===== src/sv/chart_2d_table_interpolator_core_macros.svh =====
// Assertion macros for the chart table interpolator core.
// Used by files that assert; each use expects clk and rst_n in scope.
`ifndef CHART_2D_TABLE_INTERPOLATOR_CORE_MACROS_SVH
`define CHART_2D_TABLE_INTERPOLATOR_CORE_MACROS_SVH

// Same-cycle implication, disabled during reset.
`define CTI_ASSERT_NOW(label, ante, cons, msg) \
    label: assert property (@(posedge clk) disable iff (!rst_n) (ante) |-> (cons)) \
        else $error(msg);

// Next-cycle implication, disabled during reset.
`define CTI_ASSERT_NEXT(label, ante, cons, msg) \
    label: assert property (@(posedge clk) disable iff (!rst_n) (ante) |=> (cons)) \
        else $error(msg);

`endif


===== src/sv/cti_pkg.sv =====
// Package for the chart table interpolator: widths, codes, types and breakpoint tables.
// Self-contained; used by every module of the core.
package cti_pkg;

    localparam int XW   = 15;
    localparam int YW   = 21;
    localparam int SW   = 12;
    localparam int MW   = 33;
    localparam int PW   = SW + MW;
    localparam int UW   = 15;
    localparam int NW   = 36;
    localparam int SEGW_A = 4;
    localparam int SEGW_B = 4;
    localparam int SEGW_C = 3;

    localparam logic [15:0]   MACH_ONE = 16'd16384;
    localparam logic [XW-1:0] MACH_LO  = 15'd11469;
    localparam logic [UW-1:0] ASP_LO   = 15'd128;
    localparam logic [UW-1:0] ASP_ONE  = 15'd256;
    localparam logic [UW-1:0] ASP_TWO  = 15'd512;
    localparam logic [UW-1:0] ASP_HI   = 15'd25600;

    localparam int SLOPE_SHIFT = 23;
    localparam logic [63:0] SCALE = 64'd1 << SLOPE_SHIFT;

    localparam int LO_SHIFT  = 7;
    localparam int MID_SHIFT = 8;
    localparam int HI_SHIFT  = 9;
    localparam int HI_ODD    = (25600 - 512) >> HI_SHIFT;
    localparam int HI_RECIP_SHIFT = 29;
    localparam int HI_PW     = 23;
    localparam int HI_RW     = 24;
    localparam logic [HI_RW-1:0] HI_RECIP =
        24'(((64'd1 << HI_RECIP_SHIFT) + 64'(HI_ODD) - 64'd1) / 64'(HI_ODD));
    localparam int HI_PRODW  = HI_PW + HI_RW;

    typedef enum logic [1:0] {
        STAT_OK,
        STAT_MACH_NEG,
        STAT_ASP_NEG,
        STAT_MACH_HIGH
    } status_t;

    typedef enum logic [1:0] {
        BAND_LO,
        BAND_MID,
        BAND_HI
    } band_t;

    typedef struct packed {
        status_t       status;
        band_t         band;
        logic [UW-1:0] u;
        logic [UW-1:0] v;
    } meta_t;

    typedef struct packed {
        logic [XW-1:0]     x;
        logic [SEGW_A-1:0] seg_a;
        logic [SEGW_B-1:0] seg_b;
        logic [SEGW_C-1:0] seg_c;
    } lookup_t;

    localparam logic [63:0] KX_A [13] = '{
        11469, 11985, 13055, 13900, 14336, 14734, 15293,
        15606, 15828, 15976, 16117, 16268, 16384
    };
    localparam logic [63:0] KY_A [13] = '{
        1244567, 1191300, 1060739, 920365, 830908, 731285, 552541,
        428457, 324354, 248571, 166883, 74004, 0
    };
    localparam logic [63:0] KX_B [12] = '{
        11469, 11974, 12428, 13065, 13876, 14620,
        15297, 15728, 15972, 16129, 16215, 16384
    };
    localparam logic [63:0] KY_B [12] = '{
        528600, 520933, 511739, 488217, 438103, 370609,
        279609, 195740, 138009, 95630, 65347, 0
    };
    localparam logic [63:0] KX_C [7] = '{
        11469, 12280, 14739, 15427, 15750, 16117, 16384
    };
    localparam logic [63:0] KY_C [7] = '{
        134956, 134956, 118950, 96452, 76924, 44879, 0
    };

    // Per-segment drop over width, scaled by 2^23 and rounded up, so that a
    // multiply and shift gives the exact floor of the interpolation.
    localparam logic [MW-1:0] SLOPE_A [12] = '{
        33'(((KY_A[0] - KY_A[1]) * SCALE + KX_A[1] - KX_A[0] - 64'd1) / (KX_A[1] - KX_A[0])),
        33'(((KY_A[1] - KY_A[2]) * SCALE + KX_A[2] - KX_A[1] - 64'd1) / (KX_A[2] - KX_A[1])),
        33'(((KY_A[2] - KY_A[3]) * SCALE + KX_A[3] - KX_A[2] - 64'd1) / (KX_A[3] - KX_A[2])),
        33'(((KY_A[3] - KY_A[4]) * SCALE + KX_A[4] - KX_A[3] - 64'd1) / (KX_A[4] - KX_A[3])),
        33'(((KY_A[4] - KY_A[5]) * SCALE + KX_A[5] - KX_A[4] - 64'd1) / (KX_A[5] - KX_A[4])),
        33'(((KY_A[5] - KY_A[6]) * SCALE + KX_A[6] - KX_A[5] - 64'd1) / (KX_A[6] - KX_A[5])),
        33'(((KY_A[6] - KY_A[7]) * SCALE + KX_A[7] - KX_A[6] - 64'd1) / (KX_A[7] - KX_A[6])),
        33'(((KY_A[7] - KY_A[8]) * SCALE + KX_A[8] - KX_A[7] - 64'd1) / (KX_A[8] - KX_A[7])),
        33'(((KY_A[8] - KY_A[9]) * SCALE + KX_A[9] - KX_A[8] - 64'd1) / (KX_A[9] - KX_A[8])),
        33'(((KY_A[9] - KY_A[10]) * SCALE + KX_A[10] - KX_A[9] - 64'd1)
            / (KX_A[10] - KX_A[9])),
        33'(((KY_A[10] - KY_A[11]) * SCALE + KX_A[11] - KX_A[10] - 64'd1)
            / (KX_A[11] - KX_A[10])),
        33'(((KY_A[11] - KY_A[12]) * SCALE + KX_A[12] - KX_A[11] - 64'd1)
            / (KX_A[12] - KX_A[11]))
    };
    localparam logic [MW-1:0] SLOPE_B [11] = '{
        33'(((KY_B[0] - KY_B[1]) * SCALE + KX_B[1] - KX_B[0] - 64'd1) / (KX_B[1] - KX_B[0])),
        33'(((KY_B[1] - KY_B[2]) * SCALE + KX_B[2] - KX_B[1] - 64'd1) / (KX_B[2] - KX_B[1])),
        33'(((KY_B[2] - KY_B[3]) * SCALE + KX_B[3] - KX_B[2] - 64'd1) / (KX_B[3] - KX_B[2])),
        33'(((KY_B[3] - KY_B[4]) * SCALE + KX_B[4] - KX_B[3] - 64'd1) / (KX_B[4] - KX_B[3])),
        33'(((KY_B[4] - KY_B[5]) * SCALE + KX_B[5] - KX_B[4] - 64'd1) / (KX_B[5] - KX_B[4])),
        33'(((KY_B[5] - KY_B[6]) * SCALE + KX_B[6] - KX_B[5] - 64'd1) / (KX_B[6] - KX_B[5])),
        33'(((KY_B[6] - KY_B[7]) * SCALE + KX_B[7] - KX_B[6] - 64'd1) / (KX_B[7] - KX_B[6])),
        33'(((KY_B[7] - KY_B[8]) * SCALE + KX_B[8] - KX_B[7] - 64'd1) / (KX_B[8] - KX_B[7])),
        33'(((KY_B[8] - KY_B[9]) * SCALE + KX_B[9] - KX_B[8] - 64'd1) / (KX_B[9] - KX_B[8])),
        33'(((KY_B[9] - KY_B[10]) * SCALE + KX_B[10] - KX_B[9] - 64'd1)
            / (KX_B[10] - KX_B[9])),
        33'(((KY_B[10] - KY_B[11]) * SCALE + KX_B[11] - KX_B[10] - 64'd1)
            / (KX_B[11] - KX_B[10]))
    };
    localparam logic [MW-1:0] SLOPE_C [6] = '{
        33'(((KY_C[0] - KY_C[1]) * SCALE + KX_C[1] - KX_C[0] - 64'd1) / (KX_C[1] - KX_C[0])),
        33'(((KY_C[1] - KY_C[2]) * SCALE + KX_C[2] - KX_C[1] - 64'd1) / (KX_C[2] - KX_C[1])),
        33'(((KY_C[2] - KY_C[3]) * SCALE + KX_C[3] - KX_C[2] - 64'd1) / (KX_C[3] - KX_C[2])),
        33'(((KY_C[3] - KY_C[4]) * SCALE + KX_C[4] - KX_C[3] - 64'd1) / (KX_C[4] - KX_C[3])),
        33'(((KY_C[4] - KY_C[5]) * SCALE + KX_C[5] - KX_C[4] - 64'd1) / (KX_C[5] - KX_C[4])),
        33'(((KY_C[5] - KY_C[6]) * SCALE + KX_C[6] - KX_C[5] - 64'd1) / (KX_C[6] - KX_C[5]))
    };

endpackage


===== src/sv/cti_blend.sv =====
// Three-stage aspect blend between neighboring curves or toward zero, band scaling and output rounding.
// Depends on cti_pkg.
module cti_blend
    import cti_pkg::*;
(
    input  logic          clk,
    input  logic          en,
    input  meta_t         meta,
    input  logic [YW-1:0] y_a,
    input  logic [YW-1:0] y_b,
    input  logic [YW-1:0] y_c,
    output logic [15:0]   delta_value,
    output status_t       status
);

    logic [YW-1:0]       ya_sel;
    logic [YW-1:0]       yb_sel;
    logic [NW-1:0]       n_next;
    logic [NW-1:0]       n_reg;
    band_t               band_a_reg;
    status_t             status_a_reg;
    logic [YW-1:0]       lin_next;
    logic [YW-1:0]       lin_reg;
    logic [HI_PW-1:0]    p_hi;
    logic [HI_PRODW-1:0] ph_next;
    logic [HI_PRODW-1:0] ph_reg;
    band_t               band_b_reg;
    status_t             status_b_reg;
    logic [YW-1:0]       y_fin;
    logic [15:0]         delta_next;
    logic [15:0]         delta_reg;
    status_t             status_reg;

    always_comb
    begin
        case (meta.band)
            BAND_LO:
            begin
                ya_sel = y_a;
                yb_sel = y_b;
            end
            BAND_MID:
            begin
                ya_sel = y_b;
                yb_sel = y_c;
            end
            default:
            begin
                ya_sel = y_c;
                yb_sel = '0;
            end
        endcase
        n_next = NW'(ya_sel) * NW'(meta.v) + NW'(yb_sel) * NW'(meta.u);
    end

    // The upper band width is 512 times an odd factor: shift out the power of
    // two, then divide by the odd factor through a rounded-up reciprocal.
    always_comb
    begin
        p_hi    = HI_PW'(n_reg >> HI_SHIFT);
        ph_next = HI_PRODW'(p_hi) * HI_PRODW'(HI_RECIP);
        case (band_a_reg)
            BAND_LO:  lin_next = YW'(n_reg >> LO_SHIFT);
            BAND_MID: lin_next = YW'(n_reg >> MID_SHIFT);
            default:  lin_next = '0;
        endcase
    end

    always_comb
    begin
        if (band_b_reg == BAND_HI)
        begin
            y_fin = YW'(ph_reg >> HI_RECIP_SHIFT);
        end
        else
        begin
            y_fin = lin_reg;
        end
        if (status_b_reg == STAT_OK)
        begin
            delta_next = 16'((22'(y_fin) + 22'd128) >> 8);
        end
        else
        begin
            delta_next = '0;
        end
    end

    always_ff @(posedge clk)
    begin
        if (en)
        begin
            n_reg        <= n_next;
            band_a_reg   <= meta.band;
            status_a_reg <= meta.status;
            lin_reg      <= lin_next;
            ph_reg       <= ph_next;
            band_b_reg   <= band_a_reg;
            status_b_reg <= status_a_reg;
            delta_reg    <= delta_next;
            status_reg   <= status_b_reg;
        end
    end

    assign delta_value = delta_reg;
    assign status      = status_reg;

endmodule

===== config.mk =====
export PLATFORM = sky130hd
export DESIGN_NAME = cti_blend
export DESIGN_NICKNAME = d
export VERILOG_FILES = /design/src/sv/chart_2d_table_interpolator_core_macros.svh /design/src/sv/cti_pkg.sv /design/src/sv/cti_blend.sv
export SDC_FILE = /design/constraint.sdc
export NUM_CORES = 2
export LEC_CHECK = 0
export BUFFER_PORTS_ARGS = -buffer_cell sky130_fd_sc_hd__buf_2
export CAP_MARGIN = 10
export CORE_MARGIN = 2
export CORE_UTILIZATION = 55
export CTS_CLUSTER_DIAMETER = 200
export DETAILED_ROUTE_END_ITERATION = 16
export PLACE_DENSITY = 0.7
export RECOVER_POWER = 25
export REMOVE_ABC_BUFFERS = 1
export SETUP_SLACK_MARGIN = 0.1
export SLEW_MARGIN = 20
export SYNTH_ARGS = -nofsm -noshare
export SYNTH_HDL_FRONTEND = slang
export SYNTH_SLANG_ARGS = --single-unit

===== constraint.sdc =====
create_clock -name clk -period 11.45 [get_ports clk]
set_clock_uncertainty 0.05 [all_clocks]
set_input_delay 1.145 -clock clk [delete_from_list [all_inputs] [get_ports clk]]
set_output_delay 1.145 -clock clk [all_outputs]
set_load 0.1 [all_outputs]

; After elaboration in Yosys (flattened, before gate mapping)
; Cells that the tools add are included.
[word_totals]
ramBits = 0
rom_bits = 0
elab_cells = 25
input_bits = 99
memories = 0
ff_bits = 125
latchBits = 0
[op_classes]
mux = 4
bitwise = 0
eq_ne = 3
n_lt_le_gt_ge = 0
shifts = 0
div = 0
addsub = 2
reduce_logical = 3
n_mul = 3
[op_table]
columns = cell, n
row1 = one-hot mux 21 bit (2 select lines), 3
row2 = multiplier 21 x 15 -> 32 bit, 2
row3 = "multiplier 23 x 23 -> 46 bit, second input constant", 1
row4 = adder 32 bit, 1
row5 = "adder 21 x 8 -> 22 bit, second input constant", 1
row6 = two-way mux 21 bit, 1
row7 = zero test 2 bit, 3
row8 = "== test 2 x 1 -> 1 bit, second input constant", 2
row9 = "== test 2 bit, second input constant", 1

; Depth between registers and ports, before layout
[logic_depth]
depth_word = 4
depth_mapped = 32
mapped_depth_nobuf = 28

; Least setup slack after synthesis
; Ideal clock, no wire load.
[synth_timing]
path_type = input -> register
from = input meta[31] (netlist name)
to = register n_reg[31], data pin
cell_stages = 30
t_arrival_ps = 8466
slack_ps = 2674
path_cell_list = buf_2 buf_2 buf_2 clkbuf_1 nand2_1 o21ai_0 clkbuf_1 nand2_1 fa_1 inv_1 fa_1 fa_1 inv_1 fa_1 inv_1 fa_1 fa_1 fa_1 inv_1 fa_1 inv_1 ha_1 and4_4 nor2b_4 o311ai_4 o311ai_2 o21a_2 o41ai_4 o21ai_1 xnor2_1
[synth_via]
elab_chain_cells = 4
[synth_rtl]
columns = item, line
row1 = start: declaration, cti_blend.sv:8  ; input meta_t meta,
row2 = == test 2 x 1 -> 1 bit / zero test 2 bit (equally long branches), cti_blend.sv:36  ; case (meta.band)
row3 = one-hot mux 21 bit (2 select lines), cti_blend.sv:36
row4 = multiplier 21 x 15 -> 32 bit, cti_blend.sv:53  ; n_next = NW'(ya_sel) * NW'(meta.v) + NW'(yb_sel) * NW'(meta.u);
row5 = adder 32 bit *, cti_blend.sv:53
row6 = named net n_next[31], cti_blend.sv:18  ; logic [NW-1:0] n_next;
row7 = end signal: assignment, cti_blend.sv:93  ; n_reg <= n_next;
row8 = end: declaration, cti_blend.sv:19  ; logic [NW-1:0] n_reg;
; The timed path passes the listed nets; every way through them passes the cells marked *.
; A chain may end at the register's enable or synchronous reset.

; Worst setup path in the final report
; Ends and elaborated chain as after synthesis.

==> parameters.txt <==
Parameter                              Value

Drt
  Vias per Instance    ~5.2
  Starting DRC count in detailed routing    1171
  Post-Route WL    ~74 mm
  Antenna viol nets, final    0
  Detailed-router iteration count before antenna repair    5
  Final routed wire length divided by cell count    17.96 um
  Vias after detailed routing    between 20k and 25k
  # DRC    0

Floorplan
  Core Rows    88
  Die width    roughly 240 um
  Placeable Area    approximately 57000 um2
  Initial Utilization    a little under three fifths
  Die Outline Area    approximately 60000 um2
  Die Y-Extent    ~240 um
  I/O pin count    about 120

Cells and area
  Non-filler instance count after layout    ~4.1k
  Commonest cells after routing, fill and taps aside    sky130_fd_sc_hd__inv_1 (848), sky130_fd_sc_hd__fa_1 (719), sky130_fd_sc_hd__ha_1 (399)
  Leading cell type in the layout, fill and taps excluded    sky130_fd_sc_hd__inv_1
  Final nets    about 4.6k
  Number of flip-flops under the largest register name    23
  Area overhead of the layout relative to synthesis    5.408%
  Share of final-layout standard cells stronger than drive strength 1    between 5 and 6%
  Number of fill cells in the layout    roughly 5k
  Final standard cell area without fillers    33460 um2

Setup path
  Most repeated library cell on the critical path    sky130_fd_sc_hd__fa_1
  Slowest cell on crit path    sky130_fd_sc_hd__clkbuf_1
  Start point of the critical path    meta[31]
  CP bufs+invs    7
  Reg-to-reg critical path startpoint    n_reg[18]
  Critical Path Start Type    primary input
  Category of the worst setup path capture point    flop
  FF-to-FF path depth    20
  Crit. path cell count    26
  Largest delay contributor family on the critical path    adder cells
  Arrival time at the worst endpoint    9.67 ns
  Max Fanout on Critical Path    37
  Type of the setup path with the least slack    in2reg
  Critical path data required time    11.51 ns
  Critical Path Max Stage Delay    about 1.2 ns

Clocking
  Number of sinks handled by clock tree synthesis    a little over 70
  Num CTS Buffers    9
  Hold-fix buffers, CTS    0
  CTS tree    yes
  Post-cts resize count    0
  Clock root buffer master    sky130_fd_sc_hd__clkbuf_16
  Clock-pin slew reported for the worst setup and hold paths after clock tree synthesis    0.08 ns
  Longest Clk Path Bufs    2
  Buffer count from post-CTS setup fixing    0
  Number of levels in the clock H-tree    3
  Clock Latency Late Sink    about 0.37 ns

STA
  Worst-case hold slack    around 0.37 ns
  Setup Viol. Count Final    0
  Final min period    approximately 9.6 ns
  Setup TNS Final    0 ns
  Relative slew margins    -179.7%
  Worst Max-Slew Pin Slew    4.196 ns
  Count of endpoints failing hold in the final timing report    0
  Maximum operating frequency    between 100 and 150 MHz
  Share of the cycle needed by the critical path after routing    83.92%
  Max-slew violation count    ~110
  RSZ-0062 raised after global routing    false

Global route
  Number of global-route vias before repair    23.74k
  Antenna violations before repair    0
  First-pass GRT wire length    between 100 and 150 mm
  Gr usage total    a little over a quarter
  Pin count of the biggest net entering global routing    73
  Remaining Overflow, GRT    0

Logic synthesis
  Part of the Yosys area used for sequential elements    under 10%
  Count of distinct cell types in the synthesized netlist    64
  Yosys warns    0
  Register bit total from synthesis    72
  Netlist area before placement    around 32000 um2
  Post-synthesis async set-or-reset flop share    0%
  Count of flip-flops with a built-in enable after synthesis    72
  Most used flip-flop cell after synthesis    sky130_fd_sc_hd__edfxtp_1
  Synth Instances    ~3.3k
  Avg Inst Size Synth    between 9 and 10 um2

Status
  Run status    finished with violations
  Violated checks    capacitance limit, slew limit

Placement
  IO Port Bufs    114
  DP HPWL    between 60 and 70 mm
  Number of placed cells counting well taps    4104
  Standard cell area after detailed placement    around 33000 um2
  GP Congestion    0.9213

Worst hold path
  Min-delay worst type    reg2reg
  Hold path cells    0
  Hold_sp    status_a_reg[0]

Flow run
  Number of max-capacitance violations reported    2
## path summary, 6_finish.rpt
| kind | end | slack, ns |
|---|---|---|
| worst max-delay path | n_reg[31] | 1.84 |
| worst min-delay path | status_b_reg[0] | 0.37 |
| worst max register to register | ph_reg[46] | 4.66 |
| worst min register to register | status_b_reg[0] | 0.37 |
## routing by layer
layer	global-route usage (%)	vias up	wire, um
li1	-	9906	-
met1	34.23	10950	31230
met2	46.37	604	36880
met3	3.106	117	3914
met4	7.532	0	2000
met5	0	-	0
## synthesized netlist by cell type, types with 35 or more instances
| library cell | count | area (um2) |
|---|---|---|
| sky130_fd_sc_hd__a21oi_1 | 43 | 215.2 |
| sky130_fd_sc_hd__fa_1 | 719 | 14390 |
| sky130_fd_sc_hd__and2_1 | 310 | 1939 |
| sky130_fd_sc_hd__nor2_1 | 73 | 274.0 |
| sky130_fd_sc_hd__o21ai_0 | 36 | 180.2 |
| sky130_fd_sc_hd__edfxtp_1 | 72 | 2162 |
| sky130_fd_sc_hd__mux2i_1 | 65 | 650.6 |
| sky130_fd_sc_hd__ha_1 | 399 | 4992 |
| sky130_fd_sc_hd__a21o_1 | 35 | 262.8 |
| sky130_fd_sc_hd__inv_1 | 848 | 3183 |
| sky130_fd_sc_hd__clkbuf_1 | 108 | 405.4 |
| sky130_fd_sc_hd__xnor2_1 | 43 | 376.6 |
| sky130_fd_sc_hd__nand2_1 | 362 | 1359 |
## cell families after synthesis
group | share of synthesized area (%)
AO/OA/AOI/OAI | 3.859
XOR/XNOR | 1.821
adder cells (fa/ha/maj) | 61.07
buffers and inverters | 11.59
flip-flops | 6.811
multiplexers | 2.085
other | 0.01181
AND/OR/NAND/NOR | 12.75
## through the flow
| stage | worst slack [ns] | utilization, % |
|---|---|---|
| 4_1_cts | 2.614 | 58.34 |
| 2_1_floorplan | 3.047 | - |
| 3_5_place_dp | 2.213 | 57.84 |
| 5_1_grt | 1.390 | 58.32 |
| 6_report | 1.841 | 58.33 |
| 3_3_place_gp | 2.328 | 57.84 |
## cell type report
| class | count | area [um2] | area share, % |
|---|---|---|---|
| timing repair buffer | 167 | 962.2 | 2.876 |
| clock buffer | 9 | 225.2 | 0.6731 |
| tap | 765 | 957.2 | 2.861 |
| inverter | 848 | 3183 | 9.513 |
| sequential | 72 | 2162 | 6.462 |
| multi-input combinational | 2252 | 25900 | 77.42 |
| clock inverter | 7 | 62.56 | 0.1870 |
| antenna | 1 | 2.502 | 0.007479 |
Power is not shown: default switching activity piles up to over one toggle a cycle in this logic, so the estimate is an artifact.
