$ cat src/sv/chart_2d_table_interpolator_core_macros.svh
// Assertion macros for the chart table interpolator core.
// Used by files that assert; each use expects clk and rst_n in scope.
`ifndef CHART_2D_TABLE_INTERPOLATOR_CORE_MACROS_SVH
`define CHART_2D_TABLE_INTERPOLATOR_CORE_MACROS_SVH

// Same-cycle implication, disabled during reset.
`define CTI_ASSERT_NOW(label, ante, cons, msg) \
    label: assert property (@(posedge clk) disable iff (!rst_n) (ante) |-> (cons)) \
        else $error(msg);

// Next-cycle implication, disabled during reset.
`define CTI_ASSERT_NEXT(label, ante, cons, msg) \
    label: assert property (@(posedge clk) disable iff (!rst_n) (ante) |=> (cons)) \
        else $error(msg);

`endif

$ cat src/sv/cti_pkg.sv
// Package for the chart table interpolator: widths, codes, types and breakpoint tables.
// Self-contained; used by every module of the core.
package cti_pkg;

    localparam int XW   = 15;
    localparam int YW   = 21;
    localparam int SW   = 12;
    localparam int MW   = 33;
    localparam int PW   = SW + MW;
    localparam int UW   = 15;
    localparam int NW   = 36;
    localparam int SEGW_A = 4;
    localparam int SEGW_B = 4;
    localparam int SEGW_C = 3;

    localparam logic [15:0]   MACH_ONE = 16'd16384;
    localparam logic [XW-1:0] MACH_LO  = 15'd11469;
    localparam logic [UW-1:0] ASP_LO   = 15'd128;
    localparam logic [UW-1:0] ASP_ONE  = 15'd256;
    localparam logic [UW-1:0] ASP_TWO  = 15'd512;
    localparam logic [UW-1:0] ASP_HI   = 15'd25600;

    localparam int SLOPE_SHIFT = 23;
    localparam logic [63:0] SCALE = 64'd1 << SLOPE_SHIFT;

    localparam int LO_SHIFT  = 7;
    localparam int MID_SHIFT = 8;
    localparam int HI_SHIFT  = 9;
    localparam int HI_ODD    = (25600 - 512) >> HI_SHIFT;
    localparam int HI_RECIP_SHIFT = 29;
    localparam int HI_PW     = 23;
    localparam int HI_RW     = 24;
    localparam logic [HI_RW-1:0] HI_RECIP =
        24'(((64'd1 << HI_RECIP_SHIFT) + 64'(HI_ODD) - 64'd1) / 64'(HI_ODD));
    localparam int HI_PRODW  = HI_PW + HI_RW;

    typedef enum logic [1:0] {
        STAT_OK,
        STAT_MACH_NEG,
        STAT_ASP_NEG,
        STAT_MACH_HIGH
    } status_t;

    typedef enum logic [1:0] {
        BAND_LO,
        BAND_MID,
        BAND_HI
    } band_t;

    typedef struct packed {
        status_t       status;
        band_t         band;
        logic [UW-1:0] u;
        logic [UW-1:0] v;
    } meta_t;

    typedef struct packed {
        logic [XW-1:0]     x;
        logic [SEGW_A-1:0] seg_a;
        logic [SEGW_B-1:0] seg_b;
        logic [SEGW_C-1:0] seg_c;
    } lookup_t;

    localparam logic [63:0] KX_A [13] = '{
        11469, 11985, 13055, 13900, 14336, 14734, 15293,
        15606, 15828, 15976, 16117, 16268, 16384
    };
    localparam logic [63:0] KY_A [13] = '{
        1244567, 1191300, 1060739, 920365, 830908, 731285, 552541,
        428457, 324354, 248571, 166883, 74004, 0
    };
    localparam logic [63:0] KX_B [12] = '{
        11469, 11974, 12428, 13065, 13876, 14620,
        15297, 15728, 15972, 16129, 16215, 16384
    };
    localparam logic [63:0] KY_B [12] = '{
        528600, 520933, 511739, 488217, 438103, 370609,
        279609, 195740, 138009, 95630, 65347, 0
    };
    localparam logic [63:0] KX_C [7] = '{
        11469, 12280, 14739, 15427, 15750, 16117, 16384
    };
    localparam logic [63:0] KY_C [7] = '{
        134956, 134956, 118950, 96452, 76924, 44879, 0
    };

    // Per-segment drop over width, scaled by 2^23 and rounded up, so that a
    // multiply and shift gives the exact floor of the interpolation.
    localparam logic [MW-1:0] SLOPE_A [12] = '{
        33'(((KY_A[0] - KY_A[1]) * SCALE + KX_A[1] - KX_A[0] - 64'd1) / (KX_A[1] - KX_A[0])),
        33'(((KY_A[1] - KY_A[2]) * SCALE + KX_A[2] - KX_A[1] - 64'd1) / (KX_A[2] - KX_A[1])),
        33'(((KY_A[2] - KY_A[3]) * SCALE + KX_A[3] - KX_A[2] - 64'd1) / (KX_A[3] - KX_A[2])),
        33'(((KY_A[3] - KY_A[4]) * SCALE + KX_A[4] - KX_A[3] - 64'd1) / (KX_A[4] - KX_A[3])),
        33'(((KY_A[4] - KY_A[5]) * SCALE + KX_A[5] - KX_A[4] - 64'd1) / (KX_A[5] - KX_A[4])),
        33'(((KY_A[5] - KY_A[6]) * SCALE + KX_A[6] - KX_A[5] - 64'd1) / (KX_A[6] - KX_A[5])),
        33'(((KY_A[6] - KY_A[7]) * SCALE + KX_A[7] - KX_A[6] - 64'd1) / (KX_A[7] - KX_A[6])),
        33'(((KY_A[7] - KY_A[8]) * SCALE + KX_A[8] - KX_A[7] - 64'd1) / (KX_A[8] - KX_A[7])),
        33'(((KY_A[8] - KY_A[9]) * SCALE + KX_A[9] - KX_A[8] - 64'd1) / (KX_A[9] - KX_A[8])),
        33'(((KY_A[9] - KY_A[10]) * SCALE + KX_A[10] - KX_A[9] - 64'd1)
            / (KX_A[10] - KX_A[9])),
        33'(((KY_A[10] - KY_A[11]) * SCALE + KX_A[11] - KX_A[10] - 64'd1)
            / (KX_A[11] - KX_A[10])),
        33'(((KY_A[11] - KY_A[12]) * SCALE + KX_A[12] - KX_A[11] - 64'd1)
            / (KX_A[12] - KX_A[11]))
    };
    localparam logic [MW-1:0] SLOPE_B [11] = '{
        33'(((KY_B[0] - KY_B[1]) * SCALE + KX_B[1] - KX_B[0] - 64'd1) / (KX_B[1] - KX_B[0])),
        33'(((KY_B[1] - KY_B[2]) * SCALE + KX_B[2] - KX_B[1] - 64'd1) / (KX_B[2] - KX_B[1])),
        33'(((KY_B[2] - KY_B[3]) * SCALE + KX_B[3] - KX_B[2] - 64'd1) / (KX_B[3] - KX_B[2])),
        33'(((KY_B[3] - KY_B[4]) * SCALE + KX_B[4] - KX_B[3] - 64'd1) / (KX_B[4] - KX_B[3])),
        33'(((KY_B[4] - KY_B[5]) * SCALE + KX_B[5] - KX_B[4] - 64'd1) / (KX_B[5] - KX_B[4])),
        33'(((KY_B[5] - KY_B[6]) * SCALE + KX_B[6] - KX_B[5] - 64'd1) / (KX_B[6] - KX_B[5])),
        33'(((KY_B[6] - KY_B[7]) * SCALE + KX_B[7] - KX_B[6] - 64'd1) / (KX_B[7] - KX_B[6])),
        33'(((KY_B[7] - KY_B[8]) * SCALE + KX_B[8] - KX_B[7] - 64'd1) / (KX_B[8] - KX_B[7])),
        33'(((KY_B[8] - KY_B[9]) * SCALE + KX_B[9] - KX_B[8] - 64'd1) / (KX_B[9] - KX_B[8])),
        33'(((KY_B[9] - KY_B[10]) * SCALE + KX_B[10] - KX_B[9] - 64'd1)
            / (KX_B[10] - KX_B[9])),
        33'(((KY_B[10] - KY_B[11]) * SCALE + KX_B[11] - KX_B[10] - 64'd1)
            / (KX_B[11] - KX_B[10]))
    };
    localparam logic [MW-1:0] SLOPE_C [6] = '{
        33'(((KY_C[0] - KY_C[1]) * SCALE + KX_C[1] - KX_C[0] - 64'd1) / (KX_C[1] - KX_C[0])),
        33'(((KY_C[1] - KY_C[2]) * SCALE + KX_C[2] - KX_C[1] - 64'd1) / (KX_C[2] - KX_C[1])),
        33'(((KY_C[2] - KY_C[3]) * SCALE + KX_C[3] - KX_C[2] - 64'd1) / (KX_C[3] - KX_C[2])),
        33'(((KY_C[3] - KY_C[4]) * SCALE + KX_C[4] - KX_C[3] - 64'd1) / (KX_C[4] - KX_C[3])),
        33'(((KY_C[4] - KY_C[5]) * SCALE + KX_C[5] - KX_C[4] - 64'd1) / (KX_C[5] - KX_C[4])),
        33'(((KY_C[5] - KY_C[6]) * SCALE + KX_C[6] - KX_C[5] - 64'd1) / (KX_C[6] - KX_C[5]))
    };

endpackage

$ cat src/sv/cti_curves.sv
// Two-stage evaluation of the three breakpoint curves at the clamped Mach ratio.
// Depends on cti_pkg for the knot and slope tables.
module cti_curves
    import cti_pkg::*;
(
    input  logic          clk,
    input  logic          en,
    input  lookup_t       lookup,
    output logic [YW-1:0] y_a,
    output logic [YW-1:0] y_b,
    output logic [YW-1:0] y_c
);

    logic [SEGW_A-1:0] idx_a;
    logic [SEGW_B-1:0] idx_b;
    logic [SEGW_C-1:0] idx_c;
    logic [SW-1:0]     s_a;
    logic [SW-1:0]     s_b;
    logic [SW-1:0]     s_c;
    logic [PW-1:0]     prod_a_next;
    logic [PW-1:0]     prod_b_next;
    logic [PW-1:0]     prod_c_next;
    logic [YW-1:0]     y1_a_next;
    logic [YW-1:0]     y1_b_next;
    logic [YW-1:0]     y1_c_next;
    logic [PW-1:0]     prod_a_reg;
    logic [PW-1:0]     prod_b_reg;
    logic [PW-1:0]     prod_c_reg;
    logic [YW-1:0]     y1_a_reg;
    logic [YW-1:0]     y1_b_reg;
    logic [YW-1:0]     y1_c_reg;
    logic [YW-1:0]     y_a_next;
    logic [YW-1:0]     y_b_next;
    logic [YW-1:0]     y_c_next;
    logic [YW-1:0]     y_a_reg;
    logic [YW-1:0]     y_b_reg;
    logic [YW-1:0]     y_c_reg;

    // The value is the right knot plus the segment slope times the distance
    // from x to that knot; all curves fall or stay level to the right.
    always_comb
    begin
        idx_a = lookup.seg_a + SEGW_A'(1);
        idx_b = lookup.seg_b + SEGW_B'(1);
        idx_c = lookup.seg_c + SEGW_C'(1);

        s_a = SW'(XW'(KX_A[idx_a]) - lookup.x);
        s_b = SW'(XW'(KX_B[idx_b]) - lookup.x);
        s_c = SW'(XW'(KX_C[idx_c]) - lookup.x);

        prod_a_next = PW'(s_a) * PW'(SLOPE_A[lookup.seg_a]);
        prod_b_next = PW'(s_b) * PW'(SLOPE_B[lookup.seg_b]);
        prod_c_next = PW'(s_c) * PW'(SLOPE_C[lookup.seg_c]);

        y1_a_next = YW'(KY_A[idx_a]);
        y1_b_next = YW'(KY_B[idx_b]);
        y1_c_next = YW'(KY_C[idx_c]);
    end

    always_comb
    begin
        y_a_next = y1_a_reg + YW'(prod_a_reg >> SLOPE_SHIFT);
        y_b_next = y1_b_reg + YW'(prod_b_reg >> SLOPE_SHIFT);
        y_c_next = y1_c_reg + YW'(prod_c_reg >> SLOPE_SHIFT);
    end

    always_ff @(posedge clk)
    begin
        if (en)
        begin
            prod_a_reg <= prod_a_next;
            prod_b_reg <= prod_b_next;
            prod_c_reg <= prod_c_next;
            y1_a_reg   <= y1_a_next;
            y1_b_reg   <= y1_b_next;
            y1_c_reg   <= y1_c_next;
            y_a_reg    <= y_a_next;
            y_b_reg    <= y_b_next;
            y_c_reg    <= y_c_next;
        end
    end

    assign y_a = y_a_reg;
    assign y_b = y_b_reg;
    assign y_c = y_c_reg;

endmodule

$ cat config.mk
export PLATFORM = sky130hd
export DESIGN_NAME = cti_curves
export DESIGN_NICKNAME = d
export VERILOG_FILES = /design/src/sv/chart_2d_table_interpolator_core_macros.svh /design/src/sv/cti_pkg.sv /design/src/sv/cti_curves.sv
export SDC_FILE = /design/constraint.sdc
export NUM_CORES = 2
export LEC_CHECK = 0
export BUFFER_PORTS_ARGS = -buffer_cell sky130_fd_sc_hd__buf_2
export CORE_MARGIN = 2
export CORE_UTILIZATION = 70
export CTS_CLUSTER_SIZE = 20
export DETAILED_ROUTE_END_ITERATION = 8
export GPL_TIMING_DRIVEN = 0
export HOLD_SLACK_MARGIN = 0.06
export PLACE_DENSITY_LB_ADDON = 0.08
export SETUP_SLACK_MARGIN = 0.5
export SYNTH_ARGS = -nofsm -noshare
export SYNTH_HDL_FRONTEND = slang
export SYNTH_SLANG_ARGS = --single-unit
$ cat constraint.sdc
create_clock -name clk -period 19.7 [get_ports clk]
set_input_delay 0 -clock clk [delete_from_list [all_inputs] [get_ports clk]]
set_output_delay 0 -clock clk [all_outputs]
set_load 0.005 [all_outputs]
# --- Word-level counts from Yosys, hierarchy flattened ---
# Memory sizes are Yosys's and may differ from the RTL's. A register that Yosys moved wholly into a read port is not among the register bits.
# Cells that the tools add are included.
# Widths: inputs -> output; s select.
classes:
  n_addsub: 9
  n_mul: 3
  n_lt_le_gt_ge: 6
  mux: 12
  bitwise: 6
op_table:
  columns: ["operator", "count"]
  rows:
  - ["$mux 33", 6]
  - ["$mul 12x33->44", 3]
  - ["$mux 12", 6]
  - ["$add 21x21->21", 3]
  - ["$sub 12x12->12", 3]
  - ["$ge 5x5->1 const B", 4]
  - ["$not 4->5", 4]
  - ["$add 4x1->4 const B", 2]
  - ["$ge 4x4->1 const B", 2]
  - ["$not 3->4", 2]
  - ["$add 3x1->3 const B", 1]
totals:
  regBits: 195
  rom_bits: 6440
  output_inout_bits: 63
  word_cells: 51
  mem_count: 9
mem_list:
  columns: ["memory", "depth", "width", "rd", "rd_clocked_by_memory_dff", "write_ports", "line", "text"]
  rows:
  - ["(name not given)", 16, 64, 1, 1, 0, "cti_curves.sv:56", "y1_b_next = YW'(KY_B[idx_b]);"]
  - ["(name not given)", 16, 64, 1, 1, 0, "cti_curves.sv:55", "y1_a_next = YW'(KY_A[idx_a]);"]
  - ["(name not given)", 16, 64, 1, 0, 0, "cti_curves.sv:48", "s_b = SW'(XW'(KX_B[idx_b]) - lookup.x);"]
  - ["(name not given)", 16, 64, 1, 0, 0, "cti_curves.sv:47", "s_a = SW'(XW'(KX_A[idx_a]) - lookup.x);"]
  - ["(name not given)", 16, 33, 1, 0, 0, "cti_curves.sv:52", "prod_b_next = PW'(s_b) * PW'(SLOPE_B[lookup.seg_b]);"]
  - ["(name not given)", 16, 33, 1, 0, 0, "cti_curves.sv:51", "prod_a_next = PW'(s_a) * PW'(SLOPE_A[lookup.seg_a]);"]
  - ["+3 memories", null, null, null, null, null, null, null]

# --- Depth between registers and ports, before layout ---
logic_depth:
  depth_word: 7
  ltp_mapped: 39
  ltp_nobuf: 37

# --- Least setup slack after synthesis ---
# Ideal clock, no wire load.
synth_path:
  path_kind: "in2reg"
  startpoint: "input lookup[7] in the netlist's numbering"
  endpoint: "register prod_a_reg[42], data pin"
  setup_time_ps: 258
  t_arrival_ps: 8120
  required_ps: 19442
  path_slack_ps: 11323
  cell_stages: 35
  cell_sequence: "ha_1 clkbuf_1 inv_1 ha_1 clkbuf_1 clkbuf_1 o22ai_1 ha_1 a21o_1 a21oi_1 o21bai_1 a21oi_1 o21bai_1 a21oi_1 mux2i_1 nor2_2 buf_2 nor2_1 fa_1 fa_1 fa_1 fa_1 inv_1 fa_1 inv_1 ha_1 a21o_1 a311o_1 a221oi_1 o21ai_0 o2111ai_2 a21oi_2 a211o_1 a21oi_2 xnor2_1"
synth_via:
  elab_chain_cells: 7
  word_cells_on_any_way: 11
  cone_classes: "add/sub: 2; mul: 1; mux: 4; bitwise: 2; memory: 2"
synth_rtl:
  columns: ["element", "line", "text"]
  rows:
  - ["start: declaration", "cti_curves.sv:8", "input lookup_t lookup,"]
  - ["$add 4x1->4", "cti_curves.sv:43", "idx_a = lookup.seg_a + SEGW_A'(1);"]
  - ["$not 4->5 (not written as such)", "cti_curves.sv:47", null]
  - ["$mem_v2 16x64", null, null]
  - ["$mux 12 (not written as such) (2 in series)", "cti_curves.sv:47", null]
  - ["$sub 12x12->12", "cti_curves.sv:47", null]
  - ["$mul 12x33->44 *", "cti_curves.sv:51", null]
  - ["net prod_a_next[42]", "cti_curves.sv:20", "logic [PW-1:0] prod_a_next;"]
  - ["end signal: assignment", "cti_curves.sv:71", "prod_a_reg <= prod_a_next;"]
  - ["end: declaration", "cti_curves.sv:26", "logic [PW-1:0] prod_a_reg;"]
# The timed path passes the listed nets; every way through them passes the cells marked *. The select of a mux whose other input is x is not followed.
# A chain may end at the register's enable or synchronous reset.

# --- Worst setup path in the final report ---
layout_path:
  startpoint: "input lookup[0] in the netlist's numbering"
  endpoint: "register prod_c_reg[37], data pin"
layout_via:
  elab_chain_cells: 7
  word_cells_on_any_way: 11
  cone_classes: "add/sub: 2; mul: 1; mux: 4; bitwise: 2; memory: 2"
layout_rtl:
  columns: ["element", "line", "text"]
  rows:
  - ["$add 3x1->3", "cti_curves.sv:45", "idx_c = lookup.seg_c + SEGW_C'(1);"]
  - ["net idx_c[1]", "cti_curves.sv:16", "logic [SEGW_C-1:0] idx_c;"]
  - ["$not 3->4 (not written as such)", "cti_curves.sv:49", "s_c = SW'(XW'(KX_C[idx_c]) - lookup.x);"]
  - ["$mem_v2 8x64", null, null]
  - ["$mux 12 (not written as such) (2 in series)", "cti_curves.sv:49", null]
  - ["$sub 12x12->12", "cti_curves.sv:49", null]
  - ["$mul 12x33->44", "cti_curves.sv:53", "prod_c_next = PW'(s_c) * PW'(SLOPE_C[lookup.seg_c]);"]
  - ["net prod_c_next[37]", "cti_curves.sv:22", "logic [PW-1:0] prod_c_next;"]
  - ["end signal: assignment", "cti_curves.sv:73", "prod_c_reg <= prod_c_next;"]
  - ["end: declaration", "cti_curves.sv:28", "logic [PW-1:0] prod_c_reg;"]
# The timed path passes the listed nets, and every way through them passes these cells. The select of a mux whose other input is x is not followed.

==> results.yml <==
status:
  status: "finished with violations"
  violations: "max-capacitance violations, max-slew violations"
floorplan:
  design.core.area_um2: 64000
  row_count: 93
  dieWidth_um: 258
  io_pins: 91
  start_util_pct: 70.4
  die_h_um: 258
  dieArea_um2: 66400
logic_synthesis:
  ys.flop_type: "edfxtp_1"
  yosysWarningCount: 0
  synth_edf_count: 179
  syn_inst: 5039
  yosysSeqAreaShare_pct: 11.9
  synth_nets: 6322
  synth.ff_latch_count: 179
  netlist_area_um2: 45100
  ys_types: 101
  synth-async-reset-ratio_pct: 0
  syn_area_per_cell_um2: 8.94
place:
  io_buffers: 87
  gp_congestion: 1.02
  dpl_cell_area_um2: 46600
  post-dp-hpwl_um: 111000
critical_path:
  worst_ep_required_time_ns: 19.91
  crit_type: "input port to flop"
  cp-end-kind: "flop"
  startpoint: "lookup[0]"
  reg2reg_slack_ns: 16.23
  startpoint_type: "input port"
  r2r-start: "prod_a_reg[23]"
  crit_slowest_cell: "xnor2_1"
  crit_arrival_ns: 11.68
  cpPeakStageDelay_ns: 1.15
  crit_fanout: 15
clock_network:
  cts.htree.levels: 4
  ctsLongestPathBuffers: 2
  insertion_delay_ns: 0.47
  cts_tree: "done"
  numCtsBuffers: 17
  clock-sinks: 179
  ctsRootBufferMaster: "clkbuf_16"
  clkTransAtPathRegs_ns: 0.07
sta:
  fin_crit_ns: 11.47
  slew_viol_final: 1
  timing.final.hold_violations: 0
  finalSetupTns_ns: 0
  slew_headroom_pct: -0.358
  rsz0062_at_grt: "no"
  worst_slew_pin_slew_ns: 1.49
  fin_skew_ns: 0.0136
  max_freq_mhz: 87.2
  finalCritPeriodShare_pct: 58.2
  setup_violations: 0
hold_path:
  hold_path_class: "input port to flop"
  min-delay-start: "lookup[9]"
flow_run:
  maxCapViolCount: 2
global_route:
  use_met3_pct: 10.3
  use_met2_pct: 63.7
  grtUsageTotal_pct: 41.6
  antenna_found_initial: 7
  grt_pass1_vias: 37100
  grt_pass1_wl_um: 209000
  grt_max_degree: 132
  top_usage_layer: "met2"
  gr-usage-met1_pct: 56.8
  overflow: 0
route:
  drc: 0
  wire_per_inst_um: 22.2
  first_pass_iters: 7
  ant_nets: 0
  vias_per_cell: 6.03
  routed_wl_um: 134000
  via_count: 36300
  drtIter0Drc: 4226
cells_and_area:
  layout.nets: 6430
  syn_to_final_growth_pct: 4.75
  multi_input_area_um2: 34900
  fill_cells: 4721
  stdcell_area_um2: 47200
  final_layout_size_suffix_gt1_share_pct: 4.21
  area.sequential_um2: 5380
==> synth_stat cells (18+ instances only) <==
cell type	count	area, um2
inv_1	1078	4050
a21o_1	52	390
xnor2_1	93	815
ha_1	380	4750
nand2b_1	112	701
o21ai_0	119	596
nor2b_1	48	300
and2_1	88	551
mux2i_1	36	360
a21oi_1	173	866
edfxtp_1	179	5380
xor2_1	48	420
nor2_1	315	1180
and3_1	39	244
buf_2	18	90.1
nand3_1	50	250
o21a_1	32	240
fa_1	875	17500
nand2_1	765	2870
nor3_1	62	310
clkbuf_1	168	631
o21ai_1	20	100
or3_1	25	156
==> metal layers <==
metal  part of all wire (%)  vias up
met5                  0.019        -
met3                     12      401
met1                     38    17800
met2                     44     2287
met4                    5.3        4
li1                       -    15800
==> placed cells by master, fill, tap and decap left out, types with 10 or more instances in the layout <==
cell | Yosys | layout
and2_1 | 88 | 88
nor2_1 | 315 | 315
and3_1 | 39 | 39
o211ai_1 | 17 | 17
ha_1 | 380 | 380
xnor2_1 | 93 | 93
o21ai_0 | 119 | 119
a21o_1 | 52 | 52
nand3_1 | 50 | 50
o21ai_1 | 20 | 20
edfxtp_1 | 179 | 179
a31o_2 | 10 | 10
clkbuf_16 | 0 | 17
nand2_1 | 765 | 765
buf_2 | 18 | 104
xor2_1 | 48 | 48
fa_1 | 875 | 875
nand2b_1 | 112 | 112
nor3_1 | 62 | 62
a21oi_1 | 173 | 173
nand4_1 | 14 | 14
o31ai_1 | 10 | 10
inv_1 | 1078 | 1078
mux2i_1 | 36 | 36
a211oi_1 | 16 | 16
o21a_1 | 32 | 32
or2_2 | 14 | 14
or3_1 | 25 | 25
o22ai_1 | 12 | 12
nor2b_1 | 48 | 48
clkbuf_1 | 168 | 169
a21boi_0 | 11 | 11
==> stage by stage <==
stage | setup slack, ns | util, % | hold WS [ns] | std cells
final | 8.23 | 73.8 | 0.195 | 6020
after global routing | 8.00 | 73.8 | 0.185 | 6017
after CTS | 8.54 | 73.8 | 0.141 | 6015
after detailed placement | 8.05 | 72.8 | 0.391 | 5982
after global placement | 8.37 | 72.8 | 0.391 | 5981
after floorplan | 11.32 | - | 0.112 | 5039
==> final cells by class <==
cell class,instances,share of cell area [%]
antenna,5,0.0265
buffer,189,1.57
clock buffer,18,0.909
clock inverter,14,0.307
inverter,1081,8.59
multi-input combinational,3590,73.9
sequential,179,11.4
tap,855,2.27
timing repair buffer,89,1.02
==> timing repair <==
action / 4_1_cts / 5_1_grt
hold buffers: 1 / 0
endpoints found under the hold margin: 48 / 0
buffers inserted: 0 / 0
gates resized for setup: 0 / 0
==> worst max-delay path: cells and delay by family <==
| kind | cells | cell delay (ns) |
|---|---|---|
| fa+ha+maj | 8 | 4.03 |
| compound gates | 10 | 2.67 |
| buf+inv | 9 | 2.10 |
| simple gates | 6 | 1.56 |
| xor+xnor | 2 | 1.29 |
==> final timing paths <==
kind,endpoint,cells past startpoint
hold reg to reg,y_b[0],1
hold / removal,y1_a_reg[12],2
setup / recovery,prod_c_reg[37],35
setup reg to reg,y_a[20],12
==> cell families after synthesis <==
| family | share of synthesized area, % |
|---|---|
| AOI/OAI and AO/OA | 8.24 |
| xor gates and xnor gates | 2.91 |
| adders and majority gates | 49.5 |
| buffers and inverters | 10.6 |
| DFF | 11.9 |
| muxes | 1.05 |
| and+or+nand+nor | 15.8 |
Power is left out: the tool's default activity adds up to more than one toggle a clock period on the data nets, which glitch-free logic cannot reach.
